### src/design/assert_macros.svh
// Assertion macros shared by the list RTL.
// Included by modules that carry concurrent checks; no other dependencies.
`ifndef ASSERT_MACROS_SVH
`define ASSERT_MACROS_SVH
`ifndef SYNTH
`define PAL_ASSERT(lbl, clk, rst, prop, msg) \
   lbl: assert property (@(posedge clk) disable iff (rst) prop) else $error(msg);
`define PAL_NEVER(lbl, clk, rst, expr, msg) \
   lbl: assert property (@(posedge clk) disable iff (rst) !(expr)) else $error(msg);
`else
`define PAL_ASSERT(lbl, clk, rst, prop, msg)
`define PAL_NEVER(lbl, clk, rst, expr, msg)
`endif
`endif

### src/design/pal_pkg.sv
// Shared types and constants for the positional list block.
// No dependencies; used by pal_ram, pal_ctrl and positional_array_list.
`default_nettype none
package pal_pkg;

   localparam int unsigned DATA_W = 32;

   localparam logic [1:0] CMD_INSERT = 2'd0;
   localparam logic [1:0] CMD_DELETE = 2'd1;
   localparam logic [1:0] CMD_LOCATE = 2'd2;

   typedef struct packed {
      logic rd;
      logic wr;
   } mem_en_type;

endpackage
`default_nettype wire

### src/design/positional_array_list.sv
// Bounded ordered list of signed 32-bit elements: insert, delete, locate.
// Depends on pal_pkg, pal_ram and pal_ctrl.
//
// The block holds up to CAPACITY elements in a single-port-read, single-port-
// write synchronous RAM with registered read data, plus the element count
// in a register. One request word is worked on at a time. Insert at position
// p with n elements held moves entries n-1 down to p-1 up by one, then writes
// the new value; when p is n + 1 it only writes the new value. Delete reads
// the victim at p-1, then moves entries p..n-1 down by one. Locate scans from
// entry 0 and stops on the first match. Rejected requests (bad position, full
// list, unused command code) and a locate on an empty list go straight to the
// result. The longest requests are bounded by the walk over the RAM at one
// entry per cycle, which does not stall; a result held back by rsp_ready
// stretches a request by the stall. Reads and writes of a walk always hit
// entries two apart, so no forwarding is needed. The element store needs no
// clearing after reset: only entries below the count are ever read. The
// result sits in an output register, so the next request word is taken while
// a finished result still waits on rsp_ready.
`default_nettype none
module positional_array_list #(
   parameter int unsigned CAPACITY = 64,
   localparam int unsigned AW = $clog2(CAPACITY),
   localparam int unsigned POS_W = $clog2(CAPACITY + 2),
   localparam int unsigned CNT_W = $clog2(CAPACITY + 1)
) (
   input  wire logic                              clock,
   input  wire logic                              reset,
   // request channel
   input  wire logic                              req_valid,
   output logic                                   req_ready,
   input  wire logic [1:0]                        req_cmd,
   input  wire logic [POS_W-1:0]                  req_position,
   input  wire logic signed [pal_pkg::DATA_W-1:0] req_value,
   // result channel
   output logic                                   rsp_valid,
   input  wire logic                              rsp_ready,
   output logic                                   rsp_ok,
   output logic signed [pal_pkg::DATA_W-1:0]      rsp_removed_value,
   output logic [CNT_W-1:0]                       rsp_found_position,
   output logic [CNT_W-1:0]                       rsp_list_length
);
   import pal_pkg::*;

   // sequencer to output register
   logic                     res_valid;
   logic                     res_ready;
   logic                     res_ok;
   logic signed [DATA_W-1:0] res_removed;
   logic [CNT_W-1:0]         res_found;
   logic [CNT_W-1:0]         res_length;

   // sequencer to element store
   mem_en_type               mem_en;
   logic [AW-1:0]            mem_rd_addr;
   logic [AW-1:0]            mem_wr_addr;
   logic signed [DATA_W-1:0] mem_wdata;
   logic signed [DATA_W-1:0] mem_rdata;

   // output register
   logic                     rsp_valid_ff, rsp_valid_in;
   logic                     rsp_ok_ff;
   logic signed [DATA_W-1:0] rsp_removed_ff;
   logic [CNT_W-1:0]         rsp_found_ff;
   logic [CNT_W-1:0]         rsp_length_ff;
   logic                     load;

   pal_ram #(
      .CAPACITY (CAPACITY),
      .AW       (AW)
   ) u_ram (
      .clock   (clock),
      .mem_en  (mem_en),
      .rd_addr (mem_rd_addr),
      .wr_addr (mem_wr_addr),
      .wdata   (mem_wdata),
      .rdata   (mem_rdata)
   );

   pal_ctrl #(
      .CAPACITY (CAPACITY),
      .AW       (AW),
      .POS_W    (POS_W),
      .CNT_W    (CNT_W)
   ) u_ctrl (
      .clock        (clock),
      .reset        (reset),
      .req_valid    (req_valid),
      .req_ready    (req_ready),
      .req_cmd      (req_cmd),
      .req_position (req_position),
      .req_value    (req_value),
      .res_valid    (res_valid),
      .res_ready    (res_ready),
      .res_ok       (res_ok),
      .res_removed  (res_removed),
      .res_found    (res_found),
      .res_length   (res_length),
      .mem_en       (mem_en),
      .mem_rd_addr  (mem_rd_addr),
      .mem_wr_addr  (mem_wr_addr),
      .mem_wdata    (mem_wdata),
      .mem_rdata    (mem_rdata)
   );

   // take a new result whenever the output slot is empty or being drained
   assign res_ready = !rsp_valid_ff || rsp_ready;
   assign load      = res_valid && res_ready;

   always_comb begin
      rsp_valid_in = rsp_valid_ff;
      if (load) begin
         rsp_valid_in = 1'b1;
      end else if (rsp_ready) begin
         rsp_valid_in = 1'b0;
      end
   end

   always_ff @(posedge clock) begin
      if (reset) begin
         rsp_valid_ff <= 1'b0;
      end else begin
         rsp_valid_ff <= rsp_valid_in;
      end
      // hold the payload until a new result is loaded
      if (load) begin
         rsp_ok_ff      <= res_ok;
         rsp_removed_ff <= res_removed;
         rsp_found_ff   <= res_found;
         rsp_length_ff  <= res_length;
      end
   end

   assign rsp_valid          = rsp_valid_ff;
   assign rsp_ok             = rsp_ok_ff;
   assign rsp_removed_value  = rsp_removed_ff;
   assign rsp_found_position = rsp_found_ff;
   assign rsp_list_length    = rsp_length_ff;

endmodule
`default_nettype wire

### src/design/pal_ram.sv
// Element store: one write port, one read port, registered read data.
// Depends on pal_pkg for the enable struct and data width.
`default_nettype none
module pal_ram #(
   parameter int unsigned CAPACITY = 64,
   parameter int unsigned AW = $clog2(CAPACITY)
) (
   input  wire logic                          clock,
   input  wire pal_pkg::mem_en_type           mem_en,
   input  wire logic [AW-1:0]                 rd_addr,
   input  wire logic [AW-1:0]                 wr_addr,
   input  wire logic signed [pal_pkg::DATA_W-1:0] wdata,
   output logic signed [pal_pkg::DATA_W-1:0]  rdata
);
   import pal_pkg::*;

   logic signed [DATA_W-1:0] mem_ff [CAPACITY];
   logic signed [DATA_W-1:0] rdata_ff;

   always_ff @(posedge clock) begin
      if (mem_en.wr) begin
         mem_ff[wr_addr] <= wdata;
      end
      if (mem_en.rd) begin
         rdata_ff <= mem_ff[rd_addr];
      end
   end

   assign rdata = rdata_ff;

endmodule
`default_nettype wire

### src/design/pal_ctrl.sv
// Request sequencer: checks a request, walks the element store one entry a
// cycle and builds the result. Depends on pal_pkg and assert_macros.svh.
`default_nettype none
`include "assert_macros.svh"
module pal_ctrl #(
   parameter int unsigned CAPACITY = 64,
   parameter int unsigned AW = $clog2(CAPACITY),
   parameter int unsigned POS_W = $clog2(CAPACITY + 2),
   parameter int unsigned CNT_W = $clog2(CAPACITY + 1)
) (
   input  wire logic                              clock,
   input  wire logic                              reset,
   input  wire logic                              req_valid,
   output logic                                   req_ready,
   input  wire logic [1:0]                        req_cmd,
   input  wire logic [POS_W-1:0]                  req_position,
   input  wire logic signed [pal_pkg::DATA_W-1:0] req_value,
   output logic                                   res_valid,
   input  wire logic                              res_ready,
   output logic                                   res_ok,
   output logic signed [pal_pkg::DATA_W-1:0]      res_removed,
   output logic [CNT_W-1:0]                       res_found,
   output logic [CNT_W-1:0]                       res_length,
   output pal_pkg::mem_en_type                    mem_en,
   output logic [AW-1:0]                          mem_rd_addr,
   output logic [AW-1:0]                          mem_wr_addr,
   output logic signed [pal_pkg::DATA_W-1:0]      mem_wdata,
   input  wire logic signed [pal_pkg::DATA_W-1:0] mem_rdata
);
   import pal_pkg::*;

   localparam int unsigned CMP_W = CNT_W + 1;

   typedef enum logic [3:0] {
      ST_IDLE   = 4'b0001,
      ST_WALK   = 4'b0010,
      ST_FINISH = 4'b0100,
      ST_DONE   = 4'b1000
   } state_type;

   state_type                state_ff, state_in;
   logic [1:0]               cmd_ff, cmd_in;
   logic [AW-1:0]            base_ff, base_in;
   logic signed [DATA_W-1:0] val_ff, val_in;
   logic [AW-1:0]            rd_addr_ff, rd_addr_in;
   logic [CNT_W-1:0]         rem_ff, rem_in;
   logic                     pend_ff, pend_in;
   logic [AW-1:0]            pa_ff, pa_in;
   logic                     ok_ff, ok_in;
   logic signed [DATA_W-1:0] removed_ff, removed_in;
   logic [CNT_W-1:0]         found_ff, found_in;
   logic [CNT_W-1:0]         count_ff, count_in;

   logic [CMP_W-1:0]         pos_x;
   logic [CMP_W-1:0]         cnt_x;
   logic                     ins_ok;
   logic                     del_ok;
   logic [AW-1:0]            p_idx;
   logic [CNT_W-1:0]         count_next;

   assign pos_x  = CMP_W'(req_position);
   assign cnt_x  = CMP_W'(count_ff);
   assign ins_ok = (pos_x != '0) && (pos_x <= cnt_x + CMP_W'(1))
                   && (count_ff != CNT_W'(CAPACITY));
   assign del_ok = (pos_x != '0) && (pos_x <= cnt_x);
   assign p_idx  = AW'(pos_x - CMP_W'(1));

   always_comb begin
      count_next = count_ff;
      if (ok_ff && cmd_ff == CMD_INSERT) begin
         count_next = count_ff + CNT_W'(1);
      end else if (ok_ff && cmd_ff == CMD_DELETE) begin
         count_next = count_ff - CNT_W'(1);
      end
   end

   always_comb begin
      state_in    = state_ff;
      cmd_in      = cmd_ff;
      base_in     = base_ff;
      val_in      = val_ff;
      rd_addr_in  = rd_addr_ff;
      rem_in      = rem_ff;
      pend_in     = 1'b0;
      pa_in       = pa_ff;
      ok_in       = ok_ff;
      removed_in  = removed_ff;
      found_in    = found_ff;
      count_in    = count_ff;
      mem_en      = '0;
      mem_rd_addr = rd_addr_ff;
      mem_wr_addr = base_ff;
      mem_wdata   = val_ff;

      case (state_ff)
         ST_IDLE: begin
            if (req_valid) begin
               cmd_in     = req_cmd;
               val_in     = req_value;
               base_in    = p_idx;
               ok_in      = 1'b0;
               removed_in = '0;
               found_in   = '0;
               state_in   = ST_DONE;
               case (req_cmd)
                  CMD_INSERT: begin
                     if (ins_ok) begin
                        ok_in = 1'b1;
                        if (cnt_x >= pos_x) begin
                           // shift the tail up, highest entry first
                           rd_addr_in = AW'(cnt_x - CMP_W'(1));
                           rem_in     = CNT_W'(cnt_x - pos_x + CMP_W'(1));
                           state_in   = ST_WALK;
                        end else begin
                           state_in = ST_FINISH;
                        end
                     end
                  end
                  CMD_DELETE: begin
                     if (del_ok) begin
                        ok_in      = 1'b1;
                        rd_addr_in = p_idx;
                        rem_in     = CNT_W'(cnt_x - pos_x + CMP_W'(1));
                        state_in   = ST_WALK;
                     end
                  end
                  CMD_LOCATE: begin
                     rd_addr_in = '0;
                     rem_in     = count_ff;
                     if (count_ff != '0) begin
                        state_in = ST_WALK;
                     end
                  end
                  default: begin
                     state_in = ST_DONE;
                  end
               endcase
            end
         end
         ST_WALK: begin
            // issue the next read while the previous one's data lands
            if (rem_ff != '0) begin
               mem_en.rd = 1'b1;
               rem_in    = rem_ff - CNT_W'(1);
               pend_in   = 1'b1;
               pa_in     = rd_addr_ff;
               if (cmd_ff == CMD_INSERT) begin
                  rd_addr_in = rd_addr_ff - AW'(1);
               end else begin
                  rd_addr_in = rd_addr_ff + AW'(1);
               end
            end
            if (pend_ff) begin
               case (cmd_ff)
                  CMD_INSERT: begin
                     mem_en.wr   = 1'b1;
                     mem_wr_addr = pa_ff + AW'(1);
                     mem_wdata   = mem_rdata;
                  end
                  CMD_DELETE: begin
                     if (pa_ff == base_ff) begin
                        removed_in = mem_rdata;
                     end else begin
                        mem_en.wr   = 1'b1;
                        mem_wr_addr = pa_ff - AW'(1);
                        mem_wdata   = mem_rdata;
                     end
                  end
                  CMD_LOCATE: begin
                     if (mem_rdata == val_ff) begin
                        ok_in    = 1'b1;
                        found_in = CNT_W'(pa_ff) + CNT_W'(1);
                        state_in = ST_DONE;
                     end
                  end
                  default: begin
                     state_in = ST_DONE;
                  end
               endcase
               if (rem_ff == '0 && state_in == ST_WALK) begin
                  state_in = (cmd_ff == CMD_INSERT) ? ST_FINISH : ST_DONE;
               end
            end
         end
         ST_FINISH: begin
            mem_en.wr   = 1'b1;
            mem_wr_addr = base_ff;
            mem_wdata   = val_ff;
            state_in    = ST_DONE;
         end
         ST_DONE: begin
            if (res_ready) begin
               count_in = count_next;
               state_in = ST_IDLE;
            end
         end
         default: begin
            state_in = ST_IDLE;
         end
      endcase
   end

   always_ff @(posedge clock) begin
      if (reset) begin
         state_ff <= ST_IDLE;
         count_ff <= '0;
         pend_ff  <= 1'b0;
      end else begin
         state_ff <= state_in;
         count_ff <= count_in;
         pend_ff  <= pend_in;
      end
      cmd_ff     <= cmd_in;
      base_ff    <= base_in;
      val_ff     <= val_in;
      rd_addr_ff <= rd_addr_in;
      rem_ff     <= rem_in;
      pa_ff      <= pa_in;
      ok_ff      <= ok_in;
      removed_ff <= removed_in;
      found_ff   <= found_in;
   end

   assign req_ready   = (state_ff == ST_IDLE);
   assign res_valid   = (state_ff == ST_DONE);
   assign res_ok      = ok_ff;
   assign res_removed = removed_ff;
   assign res_found   = found_ff;
   assign res_length  = count_next;

   `PAL_ASSERT(a_rw_apart, clock, reset, (mem_en.rd && mem_en.wr) |-> (mem_rd_addr != mem_wr_addr), "read and write hit the same entry")
   `PAL_ASSERT(a_count_bound, clock, reset, count_ff <= CNT_W'(CAPACITY), "element count above capacity")
   `PAL_NEVER(a_write_quiet, clock, reset, mem_en.wr && (state_ff == ST_IDLE || state_ff == ST_DONE), "store written outside a walk")
   `PAL_ASSERT(a_count_hold, clock, reset, (state_ff != ST_DONE) |=> $stable(count_ff), "count moved before the result was handed off")

endmodule
`default_nettype wire
### config.mk
export PLATFORM = sky130hd
export DESIGN_NAME = positional_array_list
export DESIGN_NICKNAME = d
export VERILOG_FILES = /design/src/design/pal_pkg.sv /design/src/design/positional_array_list.sv /design/src/design/pal_ram.sv /design/src/design/pal_ctrl.sv
export VERILOG_INCLUDE_DIRS = /design/src /design/src/design
export SDC_FILE = /design/constraint.sdc
export NUM_CORES = 2
export LEC_CHECK = 0
export BUFFER_PORTS_ARGS = -buffer_cell sky130_fd_sc_hd__buf_4
export CAP_MARGIN = 10
export CORE_MARGIN = 3
export CORE_UTILIZATION = 25
export CTS_BUF_LIST = sky130_fd_sc_hd__clkbuf_4 sky130_fd_sc_hd__clkbuf_8
export CTS_CLUSTER_SIZE = 12
export DETAILED_ROUTE_END_ITERATION = 16
export GPL_TIMING_DRIVEN = 0
export HOLD_SLACK_MARGIN = 0.08
export PLACE_DENSITY = 0.36
export SYNTH_ARGS = -nofsm -noshare
export SYNTH_HDL_FRONTEND = slang
export SYNTH_SLANG_ARGS = --single-unit
### constraint.sdc
create_clock -name clock -period 7.75 [get_ports clock]
set_input_delay 2.325 -clock clock [delete_from_list [all_inputs] [get_ports clock]]
set_output_delay 2.325 -clock clock [all_outputs]
set_load 0.02 [all_outputs]
---- Word level (Yosys, flattened, before mapping) ----
Memories as Yosys holds them, arrays and structs flattened. A register that Yosys moved wholly into a read port is not among the register bits.
Index checks and enable logic that the tools add are counted.
operators by class
  muxes and demuxes ....................... 68
  add/subtract/negate cells ............... 13
  reduce and logical (&&, ||, !) cells .... 25
  eq/ne operators ......................... 24
  $lt $le $gt $ge ......................... 3
operator list
  operator               count
  $mux W32               7
  $pmux W32 S2           2
  $mux W7                11
  $mux W6                9
  $mux W4                11
  $eq A32 B32 Y1         1
  $pmux W7 S2            2
  $pmux W6 S2            2
  $sub A6 B1 Y6 const B  4
  $pmux W7 S3            1
  $pmux W6 S3            1
  $pmux W4 S4            1
  $add A7 B1 Y7 const B  2
  $mux W1                14
  $reduce_bool A7 Y1     2
  $sub A7 B1 Y7 const B  2
  $add A6 B1 Y6 const B  2
  $ne A2 B1 Y1 const B   6
  $pmux W4 S3            1
  $reduce_and A5 Y1      2
  $ne A3 B2 Y1 const B   3
  $add A7 B1 Y8 const B  1
  $eq A4 B2 Y1 const B   2
  $le A7 B8 Y1           1
  other kinds (27)       43
word-level totals
  logic and storage cells ................. 151
  output and inout port bits .............. 49
  bits in registers ....................... 159
  RAM bits ................................ 2048
  input bits .............................. 45
  memories ................................ 1
memories
  memory        depth  width  rd ports  clocked after memory_dff  write ports  line           text
  u_ram.mem_ff  64     32     1         1                         1            pal_ram.sv:17  logic signed [DATA_W-1:0] mem_ff [CAPACITY];

---- Logic depth before layout (Yosys ltp) ----
  depth in word-level cells ............... 10
  gate-level depth with buffers ........... 13

---- Modules after synthesis ----
A second synthesis with hierarchy kept.
unflattened totals
  cells, all modules ...................... 4058
  area total of the unflattened synthesis .. 87124.8 µm²
modules (own cells, without submodules)
  module                 area each (µm²)  cells an instance  times used
  pal_ram                78859.4          3328               1
  pal_ctrl               6799.0           678                1
  positional_array_list  1466.4           52                 1

---- Worst setup path before layout ----
Ideal clock, no wire load.
  path kind ............................... flip-flop to flip-flop
  start ................................... register u_ctrl.pa_ff[0]
  end ..................................... memory u_ram.mem_ff[9][0] (enable)
  required time ........................... 7.249 ns
  cell stages (with the launch flop) ...... 11
  data arrival time ....................... 5.032 ns
  slack ................................... 2.217 ns
  cell sequence ........................... edfxtp_1 > clkbuf_1 > inv_1 > ha_1 > xor2_1 > nor3_1 > o21ai_0 > buf_2 > a21oi_1 > nor2_1 > nor4_1
on the way
  cells in the longest elaborated chain, start to end .. 7
  elaborated cells on any way between the ends .. 13
  classes of those cells .................. add/sub: 2; eq/ne: 1; mux: 10
ends and longest elaborated chain
  element                        line             text
  start, declared                pal_ctrl.sv:48   logic [AW-1:0] pa_ff, pa_in;
  start signal, assigned         pal_ctrl.sv:218  pa_ff <= pa_in;
  $eq A6 B6 Y1                   pal_ctrl.sv:161  if (pa_ff == base_ff) begin
  $mux W1                        pal_ctrl.sv:161
  $pmux W1 S2                    pal_ctrl.sv:154  case (cmd_ff)
  $mux W1                        pal_ctrl.sv:153  if (pend_ff) begin
  $pmux W1 S2                    pal_ctrl.sv:95   case (state_ff)
  $mux W1                        pal_ram.sv:21    if (mem_en.wr) begin
  $mux W1 (implied by the code)  pal_ram.sv:22    mem_ff[wr_addr] <= wdata;
  end, declared                  pal_ram.sv:17
Parallel ways exist; a longest one is shown, timed or not.

==> results.sh <==
export IMPL_clkPwrFrac_pct=40.4
export IMPL_clk_pin_slew_ns=0.06
export IMPL_critPathKind="register to register"
export IMPL_internal_power_mw=19.6
export IMPL_nets=4711
export IMPL_r2r_start="u_ctrl.mem_rd_addr[2]"
export IMPL_timing_final_crit_period_ns=5.67
export IMPL_drtIter0Drc=4374
export IMPL_crit_chain="clkbuf_1, clkbuf_1, buf_2, clkbuf_1, mux4_2, nand2_1, a31oi_1, o22ai_1, nor2_1"
export IMPL_synthArstFlopShare_pct=0
export IMPL_first_global_vias=46277
export IMPL_finalClockSkew_ns=0.0773
export IMPL_synthTopCellsByArea="edfxtp_1, mux4_2, ha_1"
export IMPL_combinationalPowerShare_pct=7.2
export IMPL_status="complete, no violations"
export IMPL_initial_core_util_pct=25.1
export IMPL_drt_wl_total_um=302000
export IMPL_syn_instance_count=3840
export IMPL_synth_ff_type="edfxtp_1"
export IMPL_place_gp_congestion=0.812
export IMPL_final_antenna_net_count=0
export IMPL_first_pass_iters=5
export IMPL_ys_ff_latch=2239
export IMPL_root_buffer="clkbuf_8"
export IMPL_cts_buffers=399
export IMPL_ys_types=72
export IMPL_placementRows=216
export IMPL_syn_nets=3926
export IMPL_drv_cap=0
export IMPL_grt_max_degree=65
export IMPL_grt_overflow_total=0
export IMPL_cts_hold_buf=0
export IMPL_viasPerCell=4.66
export IMPL_cp_slowest_cell="o22ai_1"
export IMPL_critical_path_depth=9
export IMPL_synth_edf_count=2226
export IMPL_cpPeakStageDelay_ns=0.93
export IMPL_met1_usage_pct=23.2
export IMPL_p_total_mw=25.8
export IMPL_fmax_mhz=176
export IMPL_netlist_area_um2=87200
export IMPL_min_path_type="register to register"
export IMPL_crit_start="u_ctrl.mem_rd_addr[2]"
export IMPL_path_max_fanout=10
export IMPL_num_vias=44301
export IMPL_cp_num_buf_inv=4
export IMPL_route_detailed_drc=0
export IMPL_grtUsageMet3_pct=2.80
export IMPL_io_pins=94
export IMPL_reg2regPathDepth=9
export IMPL_grtUsageMet2_pct=26.7
export IMPL_rsz0062_at_grt="false"
export IMPL_cp_end_kind="register"
export IMPL_cellLeakagePower_nw=33.1
export IMPL_crit_family="buffers and inverters"
export IMPL_synth_top_area_share_pct=76.7
export IMPL_cp_start_kind="register"
export IMPL_yosysSeqAreaShare_pct=77.0
export IMPL_synth_avg_cell_area_um2=22.7
export IMPL_ir_drop_mv=0.131
export IMPL_grt_busiest_layer="met2"
export IMPL_htreeDepth=5
export IMPL_post_cts_resized=0
export IMPL_switching_share_pct=24.0
export IMPL_dpl_hpwl_um=216000
export IMPL_cp_required_ns=8.45
export IMPL_cp_arrival_ns=6.38
export IMPL_die_area_um2=356000
export IMPL_gr_usage_all_layers_pct=16.7
export IMPL_wl_per_cell_um=31.8
export IMPL_grt_pass1_wl_um=407000
export IMPL_yosysTopAreaCell="edfxtp_1"
export IMPL_io_buffers=93
export IMPL_rr_endpoint="u_ram.rdata[24]"
export IMPL_critPathMostFrequentCell="clkbuf_1"
export IMPL_slew_viol_final=0
export IMPL_syn_to_final_growth_pct=21.1
export IMPL_hold_viol_final=0
export IMPL_cp_endpoint="u_ram.rdata[24]"
export IMPL_powerDensity_nw_per_um2=244
export IMPL_p_switching_mw=6.18
export IMPL_drive_gt1_share_pct=36.6
export IMPL_period_share_pct=73.2
export IMPL_numClockSinks=2239
export IMPL_die_h_um=597
export IMPL_cts_max_path_buffers=4
export IMPL_ys_warn_count=0
export IMPL_core_area_um2=347000
export IMPL_postCtsSetupRepairBufs=0
export IMPL_relSlewSlack_pct=8.51
export IMPL_finalSetupViolations=0
export IMPL_cts_tree="built"
export IMPL_insertion_delay_ns=1.01
export IMPL_die_w_um=597
export IMPL_finalSetupTns_ns=0
export IMPL_reg2reg_setup_slack_ns=2.08
export IMPL_antenna_found_initial=18
export IMPL_worst_pin_slew_ns=1.37
export IMPL_p_seq_share_pct=52.4
worst min path at each step:
stage,start,endpoint,slack [ns],cells past startpoint
4_1_cts,u_ctrl.res_removed[15],rsp_removed_value[15],0.42,0
3_3_place_gp,u_ctrl.res_removed[0],rsp_removed_value[0],0.41,0
5_1_grt,u_ctrl.res_removed[3],rsp_removed_value[3],0.42,0
6_report,u_ctrl.res_removed[16],rsp_removed_value[16],0.42,0
3_5_place_dp,u_ctrl.res_found[2],rsp_found_position[2],0.41,0
2_1_floorplan,u_ctrl.res_found[0],rsp_found_position[0],0.40,0
cells in the mapped netlist, drive strengths merged, types with 4 or more instances:
cell,count
mux2,32
nor2,73
o22ai,30
buf,96
mux2i,16
a22oi,26
and3,5
ha,38
nand3,22
xor2,43
nand2,70
clkbuf,107
nor3,51
nand4,7
or2,4
inv,43
mux4,621
a31oi,19
nor2b,24
a211o,8
a211oi,37
o211ai,6
and2,50
o21bai,4
nand2b,5
edfxtp,2226
a311oi,4
xnor2,34
dfxtp,13
a21o,6
a21oi,31
o21ai,22
nor4,11
cell usage in the layout (no fill, tap or decap), types with 33 or more instances in the layout:
cell,n
xnor2_1,34
clkinv_1,98
nor3_2,37
ha_1,38
buf_12,49
buf_6,169
and2_1,50
clkbuf_8,404
clkbuf_4,124
clkinv_2,47
clkbuf_1,103
mux4_2,621
nand2_1,70
edfxtp_1,2226
nor2_1,47
xor2_1,43
buf_2,76
a211oi_1,33
inv_1,42
buf_4,113
buf_8,33
flip-flops by register name (all words and copies together), names as in the netlist, 2 cells and up:
name / cells
u_ram.rdata: 32
u_ctrl.count_ff: 7
u_ctrl.res_removed: 32
rsp_found_position: 7
u_ctrl.pa_ff: 6
u_ctrl.rem_ff: 7
u_ctrl.res_found: 7
u_ram.mem_ff: 2048
u_ctrl.cmd_ff: 2
u_ctrl.base_ff: 6
u_ctrl.state_ff: 4
rsp_removed_value: 32
u_ctrl.mem_rd_addr: 6
u_ctrl.val_ff: 32
rsp_list_length: 7
per-stage QoR:
step	cells	worst slack [ns]	area (um^2)	util [%]	hold WS [ns]
final	9505	2.08	106000	30.5	0.418
after global routing	9495	1.95	106000	30.4	0.424
after CTS	9478	2.17	105000	30.4	0.419
after detailed placement	8790	2.16	98100	28.3	0.405
after global placement	8511	-4.41	93600	27.0	0.407
after floorplan	3840	2.22	87200	-	0.400
power groups by stage:
stage	clock (mW)	sequential, mW	combinational, mW
6_report	10.4	13.5	1.85
5_1_grt	11.3	13.5	1.96
4_1_cts	10.8	13.5	1.88
3_5_place_dp	0	13.8	1.87
3_3_place_gp	0	13.8	1.78
2_1_floorplan	0	13.7	0.976
cell families after synthesis:
| family | after synthesis | share of synthesized area (%) |
|---|---|---|
| compound gates | 227 | 1.83 |
| flops | 2239 | 77.0 |
| fa+ha+maj | 41 | 0.614 |
| xor+xnor | 77 | 0.773 |
| buf+inv | 248 | 1.21 |
| mux | 669 | 16.6 |
| simple gates | 339 | 1.98 |
final cells by class:
type                            count  area, um^2
Sequential cell                  2239       67100
Buffer                            203         898
Clock inverter                    163         836
Inverter                           45         169
Fill cell                       33565      241000
Multi-Input combinational cell   1353       19500
Timing Repair Buffer              384        4820
Clock buffer                      525        6470
Antenna cell                       15        37.5
Tap cell                         4578        5730
per-layer routing:
layer / part of all wire, % / vias up
met2: 47 / 1398
li1: - / 17967
met1: 45 / 24491
met5: 0 / -
met3: 5.2 / 445
met4: 3.3 / 0
(Power assumes the default switching activity.)
